==> src/design/ptlru_pkg.sv <==
package ptlru_pkg;

    localparam int VIRT_PAGES_DEF     = 64;
    localparam int PHYS_PAGES_MAX_DEF = 16;

    localparam int VA_W    = 32;
    localparam int PN_W    = 6;
    localparam int FRAME_W = 4;
    localparam int STAMP_W = 32;
    localparam int CNT_W   = 5;

    localparam logic [1:0] OP_TRANSLATE = 2'd0;
    localparam logic [1:0] OP_DIRTY     = 2'd1;
    localparam logic [1:0] OP_TOUCH     = 2'd2;
    localparam logic [1:0] OP_NOP       = 2'd3;

    localparam logic CFG_PHYS_COUNT = 1'b0;
    localparam logic CFG_OFFSET_W   = 1'b1;

    // Command presented to every cell of the chain.
    typedef struct packed {
        logic                 set_dirty;
        logic                 restamp;
        logic                 map;
        logic                 clear_dirty;
        logic                 inval_frame;
        logic [FRAME_W-1:0]   frame;
        logic [STAMP_W-1:0]   stamp;
    } t_cell_cmd;

    // Running oldest-entry search that travels down the chain.
    typedef struct packed {
        logic                 found;
        logic [STAMP_W-1:0]   stamp;
        logic [FRAME_W-1:0]   frame;
        logic                 dirty;
    } t_search;

endpackage

==> src/design/ptlru_cell.sv <==
module ptlru_cell (
    input  logic                  i_clk,
    input  logic                  i_rst_n,
    input  logic                  i_sel,
    input  ptlru_pkg::t_cell_cmd  i_cmd,
    input  ptlru_pkg::t_search    i_search,
    output ptlru_pkg::t_search    o_search,
    output logic                  o_valid,
    output logic [ptlru_pkg::FRAME_W-1:0] o_frame,
    output logic                  o_is_best
);
    logic                          r_valid;
    logic                          r_dirty;
    logic [ptlru_pkg::FRAME_W-1:0] r_frame;
    logic [ptlru_pkg::STAMP_W-1:0] r_stamp;
    logic                          w_better;

    assign w_better  = r_valid && (!i_search.found || (r_stamp < i_search.stamp));
    assign o_is_best = w_better;
    assign o_valid   = r_valid;
    assign o_frame   = r_frame;

    always_ff @(posedge i_clk) begin
        if (!i_rst_n) begin
            o_search <= '0;
        end else if (w_better) begin
            o_search <= '{found: 1'b1, stamp: r_stamp, frame: r_frame, dirty: r_dirty};
        end else begin
            o_search <= i_search;
        end
    end

    always_ff @(posedge i_clk) begin
        if (!i_rst_n) begin
            r_valid <= 1'b0;
            r_dirty <= 1'b0;
            r_frame <= '0;
            r_stamp <= '0;
        end else begin
            if (i_cmd.inval_frame && r_frame == i_cmd.frame) begin
                r_valid <= 1'b0;
            end
            if (i_sel) begin
                if (i_cmd.set_dirty) begin
                    r_dirty <= 1'b1;
                end
                if (i_cmd.clear_dirty) begin
                    r_dirty <= 1'b0;
                end
                if (i_cmd.restamp) begin
                    r_stamp <= i_cmd.stamp;
                end
                if (i_cmd.map) begin
                    r_valid <= 1'b1;
                    r_frame <= i_cmd.frame;
                    r_stamp <= i_cmd.stamp;
                end
            end
        end
    end
endmodule

==> config.mk <==
export PLATFORM = sky130hd
export DESIGN_NAME = ptlru_cell
export DESIGN_NICKNAME = d
export VERILOG_FILES = /design/src/design/ptlru_pkg.sv /design/src/design/ptlru_cell.sv
export SDC_FILE = /design/constraint.sdc
export NUM_CORES = 1
export LEC_CHECK = 0
export BUFFER_PORTS_ARGS = -buffer_cell sky130_fd_sc_hd__buf_2
export CAP_MARGIN = 20
export CELL_PAD_IN_SITES_DETAIL_PLACEMENT = 2
export CELL_PAD_IN_SITES_GLOBAL_PLACEMENT = 2
export CORE_UTILIZATION = 30
export DETAILED_ROUTE_END_ITERATION = 7
export PLACE_DENSITY = 0.93
export SLEW_MARGIN = 20
export SYNTH_ARGS = -nofsm -noshare
export SYNTH_HDL_FRONTEND = slang
export SYNTH_SLANG_ARGS = --single-unit
==> constraint.sdc <==
create_clock -name i_clk -period 4.25 [get_ports i_clk]
set_input_delay 0.425 -clock i_clk [delete_from_list [all_inputs] [get_ports i_clk]]
set_output_delay 0.425 -clock i_clk [all_outputs]
set_load 0.02 [all_outputs]
==> results of run 1 <==
## per-layer routing
layer / vias up / GRT usage, % / share of wire, %
met5: - / 0 / 0
met4: 0 / 10.53 / 2.8
met3: 23 / 3.964 / 3.9
met2: 83 / 36.56 / 53
met1: 1659 / 20.62 / 41
li1: 1688 / - / -
## through the flow
stage          power [mW]  hold slack [ps]
6_report            1.928            316.0
5_1_grt             2.015            332.7
4_1_cts             1.962            307.9
3_5_place_dp        1.092            482.0
3_3_place_gp        1.074            457.1
2_1_floorplan      0.9721            436.6
## area by class of cell
cell class                      instances  share of cell area (%)
Antenna cell                            1                 0.05222
Clock buffer                           10                   4.987
Clock inverter                          6                   1.802
Inverter                               32                   2.507
Multi-Input combinational cell        314                   40.94
Sequential cell                        76                   31.75
Tap cell                              168                   4.386
Timing Repair Buffer                  128                   13.58
## where the power goes
| part | leakage, nW | internal (mW) | switching (mW) |
|---|---|---|---|
| clock | 0.159 | 0.530 | 0.321 |
| sequential | 0.628 | 0.758 | 0.0235 |
| combinational | 1.52 | 0.116 | 0.179 |
| total | 2.30 | 1.40 | 0.524 |
## worst paths after layout
check / start / to / cells after the start
max: r_stamp[30]$_SDFFE_PN0P_ / o_is_best / 7
min: i_search[4] / o_search[4]$_SDFF_PN0_ / 3
max reg2reg: r_stamp[30]$_SDFFE_PN0P_ / o_search[29]$_SDFF_PN0_ / 8
min reg2reg: r_stamp[17]$_SDFFE_PN0P_ / o_search[22]$_SDFF_PN0_ / 2
## cells in the mapped netlist
master    count  share of area, %
o21a_1        3              0.61
nor2_1        5              0.51
o41ai_1       2              0.47
ha_1         31                10
dfxtp_1      76                41
a221oi_1      1              0.24
a221o_1       2              0.54
xnor2_1       1              0.24
buf_6         1              0.30
buf_1         1              0.10
nand3_1       6              0.81
xor2_1        3              0.71
a21oi_1      15               2.0
a21boi_0     37               7.5
buf_12        2               1.1
o211ai_1      1              0.20
a31oi_2       1              0.34
clkbuf_1     18               1.8
o21ai_0       4              0.54
mux2i_1      37                10
nor4_1        2              0.34
buf_4         1              0.20
o21ai_1       3              0.40
nand4_1       2              0.34
o311ai_0      1              0.24
nand2_1     157                16
inv_1        32               3.2
## state kept, by name, indices dropped and copies added, names as in the netlist
signal    cells
o_valid       1
r_stamp      32
r_dirty       1
o_search     38
o_frame       4
## worst min-delay path: stages
cell and delay [ps]:
buf_2 90, nand2_1 50, mux2i_1 50
## cell usage in the layout (no fill, tap or decap), types with 4 or more instances in the layout
| cell | count |
|---|---|
| a21boi_0 | 37 |
| a21oi_1 | 15 |
| buf_2 | 124 |
| buf_4 | 4 |
| clkbuf_16 | 9 |
| dfxtp_1 | 76 |
| ha_1 | 31 |
| inv_1 | 32 |
| mux2i_1 | 37 |
| nand2_1 | 157 |
| nand3_1 | 6 |
| nor2_1 | 5 |
| o21ai_0 | 4 |
## cell families after synthesis
group	after synthesis
xor gates and xnor gates	4
buffers and inverters	55
and+or+nand+nor	172
AOI/OAI and AO/OA	70
muxes	37
adders and majority gates	31
DFF	76
==> results.yml, run 1 <==
clocking:
  cts_buffers: 9
  cts-hold-fix-buffers: 0
  cts_root_buffer: "clkbuf_16"
  cts_setup_buffers: 0
  cts.htree.levels: 3
  clockBufferDepth: 2
  clkTransAtPathRegs_ps: 60
  cts-resized-gates: 0
  insertion_delay_ps: 350
  cts_tree: "built"
  cts_sinks: 76
route:
  drtIter0Drc: 93
  drt_wl_total_mm: 11.94
  wl_per_cell_um: 16.24
  via_count: 3453
  ant_nets: 0
  drc: 0
  viasPerCell: 4.698
  firstDrtPassIters: 4
sta:
  setup_ws_ps: 1124
  timing.setup.tns_ps: 0
  fin_worst_skew_ps: 7.983
  max_slew_margin_pct: 30.84
  period_share_pct: 73.56
  worst_slew_pin_slew_ps: 1037
  max_freq_mhz: 319.9
  drv_slew: 0
  finalHoldViolCount: 0
  rsz0062_at_grt: "false"
  fin_crit_ps: 3126
  setup_viol: 0
synthesis:
  synth_simple_gate_area_share_pct: 17.86
  yosys.area_share.adder_pct: 10.44
  synth_top_family_by_area: "simple AND/OR/NAND/NOR gates"
  yosysUniqueCellTypes: 27
  synth_compound_area_share_pct: 13.07
  ys_seq_area_share_pct: 40.97
  netlist_instances: 445
  synth_xor_area_share_pct: 0.9434
  muxShareOfSynthArea_pct: 9.973
  synth_warnings: 0
  synth-seq-cells: 76
  syn_nets: 558
  postSynthAreaPerCell_um2: 8.345
  syn_area_mm2: 0.003714
power:
  max-vdd-ir-drop_uv: 157.1
  powerDensity_mw_per_mm2: 402.3
  leakage_nw: 2.304
floorplan:
  initial_core_util_pct: 30.79
  rows: 40
  ios: 126
  die_h_um: 113.3
  dieWidth_um: 113.3
  core_area_mm2: 0.01206
  design.die.area_mm2: 0.01283
placed_design:
  gp_congestion: 0.7682
  dpl.hpwl_mm: 8.741
  port_buffers: 125
  dp_slack_ps: 1269
  placedCellCount: 718
  place_area_mm2: 0.004464
worst_setup_path:
  required_ps: 3830
  crit_arrival_ps: 2700
  crit_path_max_fanout: 17
  cp-start-kind: "register"
  critPathCaptureType: "primary output"
  cp_slowest_stage_delay_ps: 650
  crit_family: "simple AND/OR/NAND/NOR gates"
  crit_chain: "ha_1, nand4_1, nor4_1, a221o_1, a31oi_4, buf_4, buf_2"
  crit_slowest_cell: "nor4_1"
  r2r_setup_slack_ps: 1690
  path_class: "reg2out"
  path_buf_inv: 2
finish:
  register_area_mm2: 0.001521
  drive_gt1_share_pct: 25.80
  syn_to_final_growth_pct: 29.04
  layoutNonFillerInstCount: 735
  final_area_mm2: 0.004792
  fillCellCount: 1364
  final_core_util_pct: 39.73
  nets: 674
  multi_input_area_mm2: 0.001962
global_routing:
  antenna_found_initial: 1
  grt_first_pass_wirelength_mm: 19.11
  grt_usage_pct: 19.60
  grt_max_degree: 114
  grt_overflow: 0
  grt_pass1_vias: 3868
min_path:
  hp-class: "in2reg"
run:
  cap_violations: 0
outcome:
  status: "finished clean"
Power figures use the tool's default switching activity.
==> run 2: changes to the inputs <==
--- a/config.mk
+++ b/config.mk
@@ -9,9 +9,9 @@
 export CAP_MARGIN = 20
 export CELL_PAD_IN_SITES_DETAIL_PLACEMENT = 2
 export CELL_PAD_IN_SITES_GLOBAL_PLACEMENT = 2
-export CORE_UTILIZATION = 30
+export CORE_UTILIZATION = 28
 export DETAILED_ROUTE_END_ITERATION = 7
-export PLACE_DENSITY = 0.93
+export PLACE_DENSITY = 0.88
 export SLEW_MARGIN = 20
 export SYNTH_ARGS = -nofsm -noshare
 export SYNTH_HDL_FRONTEND = slang
==> constraint.sdc (replaced) <==
create_clock -name i_clk -period 3.1 [get_ports i_clk]
set_input_delay 0.31 -clock i_clk [delete_from_list [all_inputs] [get_ports i_clk]]
set_output_delay 0.31 -clock i_clk [all_outputs]
set_load 0.02 [all_outputs]
==> results.yml, run 2 (synthesis gave the netlist of run 1 again) <==
clocking:
  clkTransAtPathRegs_ps: 60
  cts_root_buffer: "clkbuf_16"
  cts.htree.levels: 3
  cts_tree: "built"
  cts_setup_buffers: 0
  cts_sinks: 76
  insertion_delay_ps: 350
  cts-hold-fix-buffers: 0
  cts-resized-gates: 0
  clockBufferDepth: 2
  cts_buffers: 9
run:
  cap_violations: 0
min_path:
  hp-class: "in2reg"
route:
  drt_wl_total_mm: 11.79
  firstDrtPassIters: 4
  drc: 0
  drtIter0Drc: 123
  viasPerCell: 4.658
  ant_nets: 0
  wl_per_cell_um: 15.89
  via_count: 3456
worst_setup_path:
  path_class: "reg2out"
  crit_slowest_cell: "nor4_1"
  reg2reg_to: "o_search[26]$_SDFF_PN0_"
  critPathCaptureType: "primary output"
  rr_worst_depth: 8
  cp_num_cells: 6
  crit_family: "simple AND/OR/NAND/NOR gates"
  cp_slowest_stage_delay_ps: 640
  r2r_setup_slack_ps: 570
  cp-start-kind: "register"
  crit_path_max_fanout: 4
  rr_startpoint: "r_stamp[30]$_SDFFE_PN0P_"
  crit_arrival_ps: 2420
  path_buf_inv: 1
  endpoint: "o_is_best"
  cp-startpoint: "r_stamp[30]$_SDFFE_PN0P_"
  crit_chain: "ha_1, nand4_1, nor4_1, a221o_1, a31oi_4, buf_2"
  required_ps: 2790
placed_design:
  port_buffers: 125
  dpl.hpwl_mm: 8.924
  dp_slack_ps: 472.4
  gp_congestion: 0.7195
  placedCellCount: 725
finish:
  final_cell_mix: "nand2_1, buf_2, dfxtp_1, mux2i_1, a21boi_0"
  top_register: "o_search"
  nets: 677
  layoutNonFillerInstCount: 742
  final_common_cell: "nand2_1"
  final_core_util_pct: 37.51
  syn_to_final_growth_pct: 29.01
  drive_gt1_share_pct: 26.01
  largest_reg_flops: 38
floorplan:
  core_area_mm2: 0.01277
  design.die.area_mm2: 0.01373
  rows: 41
  ios: 126
  dieWidth_um: 117.2
  initial_core_util_pct: 29.07
  die_h_um: 117.2
sta:
  max_slew_margin_pct: 31.43
  worst_slew_pin_slew_ps: 1029
  max_freq_mhz: 365.7
  period_share_pct: 88.20
  timing.setup.tns_ps: 0
  rsz0062_at_grt: "false"
  setup_ws_ps: 365.7
  finalHoldViolCount: 0
  fin_crit_ps: 2734
  drv_slew: 0
  fin_worst_skew_ps: 7.622
  setup_viol: 0
global_routing:
  grt_max_degree: 114
  grt_pass1_vias: 3874
  grt_overflow: 0
  grt_first_pass_wirelength_mm: 18.91
  antenna_found_initial: 1
  grt_usage_pct: 18.66
power:
  powerDensity_mw_per_mm2: 532.7
  max-vdd-ir-drop_uv: 373.2
  leakage_nw: 2.307
outcome:
  status: "finished clean"
==> run 2: cell types whose count changed in the layout (fill, tap and decap cells not counted), sizes merged <==
cell    before  now
buf        128  131
clkbuf      10   12
bufinv       2    1
inv         33   32
==> run 2: worst min path at each step <==
stage / from / endpoint / slack (ps) / depth (start not counted)
3_5_place_dp: r_dirty$_SDFFE_PN0P_ / o_search[0]$_SDFF_PN0_ / 470 / 2
3_3_place_gp: r_dirty$_SDFFE_PN0P_ / o_search[0]$_SDFF_PN0_ / 450 / 2
5_1_grt: i_search[3] / o_search[3]$_SDFF_PN0_ / 210 / 3
2_1_floorplan: i_search[37] / o_search[37]$_SDFF_PN0_ / 430 / 1
4_1_cts: i_search[0] / o_search[0]$_SDFF_PN0_ / 190 / 3
6_report: i_search[0] / o_search[0]$_SDFF_PN0_ / 210 / 3
==> run 2: metrics by stage <==
stage	hold slack [ps]	total power, mW	instance area, um2
2_1_floorplan	434.1	1.333	3714
3_3_place_gp	448.6	1.480	4484
3_5_place_dp	473.5	1.506	4484
4_1_cts	193.2	2.605	4788
5_1_grt	207.8	2.691	4791
6_report	206.5	2.552	4791
==> run 2: tightest hold or removal path: cells and delay by family <==
kind                   cells  cell delay (ps)
multiplexers               1               50
buffers and inverters      1               90
AND/OR/NAND/NOR            1               50
==> run 2: final cells by class <==
cell class / count / area [um2]
diodes: 1 / 2.502
clock buffers: 12 / 256.5
clock inverters: 4 / 47.55
fillers: 1477 / 7983
inverters: 32 / 120.1
multi-input cells: 314 / 1954
flip-flops and latches: 76 / 1521
well taps: 172 / 215.2
repair buffers: 131 / 673.1
==> run 2: where the power goes <==
part           total (mW)  switching (mW)  internal (mW)
Combinational       0.407           0.246          0.161
Sequential           1.07          0.0331           1.04
Clock                1.07           0.408          0.664
Total                2.55           0.687           1.86
==> run 2: per-layer routing <==
layer / up-vias / wire (um) / track usage [%]
met5: - / 0 / 0
met4: 0 / 284 / 7.089
met3: 16 / 513 / 5.355
met2: 86 / 6309 / 35.76
met1: 1656 / 4680 / 18.98
li1: 1698 / - / -
==> run 3: changes to the inputs <==
--- a/config.mk
+++ b/config.mk
@@ -5,13 +5,14 @@
 export SDC_FILE = /design/constraint.sdc
 export NUM_CORES = 1
 export LEC_CHECK = 0
-export BUFFER_PORTS_ARGS = -buffer_cell sky130_fd_sc_hd__buf_2
+export ABC_AREA = 1
+export BUFFER_PORTS_ARGS = -buffer_cell sky130_fd_sc_hd__clkbuf_2
 export CAP_MARGIN = 20
 export CELL_PAD_IN_SITES_DETAIL_PLACEMENT = 2
 export CELL_PAD_IN_SITES_GLOBAL_PLACEMENT = 2
-export CORE_UTILIZATION = 28
+export CORE_UTILIZATION = 27
 export DETAILED_ROUTE_END_ITERATION = 7
-export PLACE_DENSITY = 0.88
+export PLACE_DENSITY = 0.89
 export SLEW_MARGIN = 20
 export SYNTH_ARGS = -nofsm -noshare
 export SYNTH_HDL_FRONTEND = slang
==> results.yml, run 3 <==
floorplan:
  design.die.area_mm2: 0.01437
  rows: 42
  die_h_um: 119.9
  core_area_mm2: 0.01340
  initial_core_util_pct: 28.00
  ios: 126
  dieWidth_um: 119.9
synthesis:
  synth_area_leaders: "dfxtp_1, a21oi_1, ha_1"
  syn_nets: 630
  synth_top_area_share_pct: 40.55
  synthArstFlopShare_pct: 0
  synth_warnings: 0
  netlist_instances: 517
  ys_seq_area_share_pct: 40.55
  syn_area_mm2: 0.003752
  yosysUniqueCellTypes: 21
  postSynthAreaPerCell_um2: 7.258
  synth_top_area_cell: "dfxtp_1"
  synth_most_common_cell: "a21oi_1"
  synth-seq-cells: 76
  ys_dominant_reg_cell: "dfxtp_1"
  yosys-top-cells-count: "a21oi_1, dfxtp_1, inv_1"
  synth_edf_count: 0
route:
  firstDrtPassIters: 3
  wl_per_cell_um: 15.67
  viasPerCell: 4.727
  drtIter0Drc: 126
  via_count: 3834
  drt_wl_total_mm: 12.71
  drc: 0
  ant_nets: 0
clocking:
  cts_tree: "built"
  clockBufferDepth: 2
  cts_sinks: 76
  cts_setup_buffers: 0
  clkTransAtPathRegs_ps: 60
  insertion_delay_ps: 340
  cts_root_buffer: "clkbuf_16"
  cts.htree.levels: 3
  cts-hold-fix-buffers: 0
  cts_buffers: 9
  cts-resized-gates: 0
finish:
  fillCellCount: 1608
  antennaDiodeCount: 0
  largest_reg_flops: 38
  final_core_util_pct: 35.58
  final_common_cell: "clkbuf_2"
  drive_gt1_share_pct: 23.62
  top_register: "o_search"
  multi_input_area_mm2: 0.001768
  nets: 743
  syn_to_final_growth_pct: 27.08
  final_cell_mix: "clkbuf_2, a21oi_1, inv_1, dfxtp_1, nand2_1"
  register_area_mm2: 0.001523
run:
  cap_violations: 0
worst_setup_path:
  required_ps: 2790
  crit_arrival_ps: 2150
  path_class: "reg2out"
  critPathCaptureType: "primary output"
  crit_path_max_fanout: 2
  cp-start-kind: "register"
placed_design:
  dpl.hpwl_mm: 9.295
  port_buffers: 125
  gp_congestion: 0.7272
global_routing:
  grt_max_degree: 62
  grt_first_pass_wirelength_mm: 20.55
  grt_overflow: 0
  antenna_found_initial: 0
  grt_pass1_vias: 4224
  grt_usage_pct: 18.42
sta:
  fin_crit_ps: 2458
  drv_slew: 0
  max_slew_margin_pct: 33.74
  finalHoldViolCount: 0
  period_share_pct: 79.29
  setup_viol: 0
  max_freq_mhz: 406.9
  fin_worst_skew_ps: 5.737
  timing.setup.tns_ps: 0
  worst_slew_pin_slew_ps: 992.4
  rsz0062_at_grt: "false"
min_path:
  hp-class: "in2reg"
power:
  powerDensity_mw_per_mm2: 555.9
  max-vdd-ir-drop_uv: 214.2
  leakage_nw: 2.488
outcome:
  status: "finished clean"
## run 3: kinds of logic after synthesis
kind of cell	share of synthesized area, %
AO/OA/AOI/OAI	17.97
XOR/XNOR	0.4669
adder cells (fa/ha/maj)	10.34
buffers and inverters	12.40
flip-flops	40.55
AND/OR/NAND/NOR	18.27
## run 3: per-layer routing
metal / wire (um) / part of all wire (%) / track usage [%] / up-vias
met1: 5347 / 42 / 21.01 / 1847
met2: 6566 / 52 / 33.27 / 82
li1: - / - / - / 1891
met3: 638 / 5.0 / 4.895 / 14
met5: 0 / 0 / 0 / -
met4: 153 / 1.2 / 5.547 / 0
## run 3: report_power, final
part | internal (mW) | leakage, nW | total, mW | switching (mW)
Sequential | 1.06 | 0.633 | 1.10 | 0.0423
Combinational | 0.188 | 1.72 | 0.521 | 0.333
Clock | 0.608 | 0.140 | 1.03 | 0.420
## run 3: per-stage QoR
step	setup WS [ps]	total power, mW	cell area [um2]	instances	hold slack (ps)
after global placement	803.6	1.609	4486	795	447.7
after floorplan	1139	1.449	3752	517	405.6
after global routing	453.0	2.795	4768	811	173.3
final	642.1	2.651	4768	811	172.6
after detailed placement	663.6	1.648	4486	795	453.8
after CTS	579.2	2.689	4768	811	163.5
## run 3: area by class of cell
cell class | instances | share of cell area, %
clock inverter | 1 | 0.1050
tap | 176 | 4.618
inverter | 77 | 6.061
sequential | 76 | 31.93
multi-input combinational | 333 | 37.08
clock buffer | 15 | 5.825
timing repair buffer | 133 | 14.38
## run 3: critical path, stage by stage (launching register included)
cell and delay, ps:
dfxtp_1 310, ha_1 290, a21oi_1 160, o21ai_0 110, a21oi_1 190, nand2_1 130, nand2_1 80, nand2_1 70
a21boi_0 210, clkbuf_2 250
## run 3: worst paths after layout
path,from,end,slack [ps],depth (start not counted)
hold / removal,i_cmd[37],r_dirty$_SDFFE_PN0P_,170,2
setup / recovery,r_stamp[11]$_SDFFE_PN0P_,o_is_best,640,9
hold reg to reg,r_stamp[0]$_SDFFE_PN0P_,r_stamp[0]$_SDFFE_PN0P_,460,2
setup reg to reg,r_stamp[11]$_SDFFE_PN0P_,o_search[22]$_SDFF_PN0_,850,12
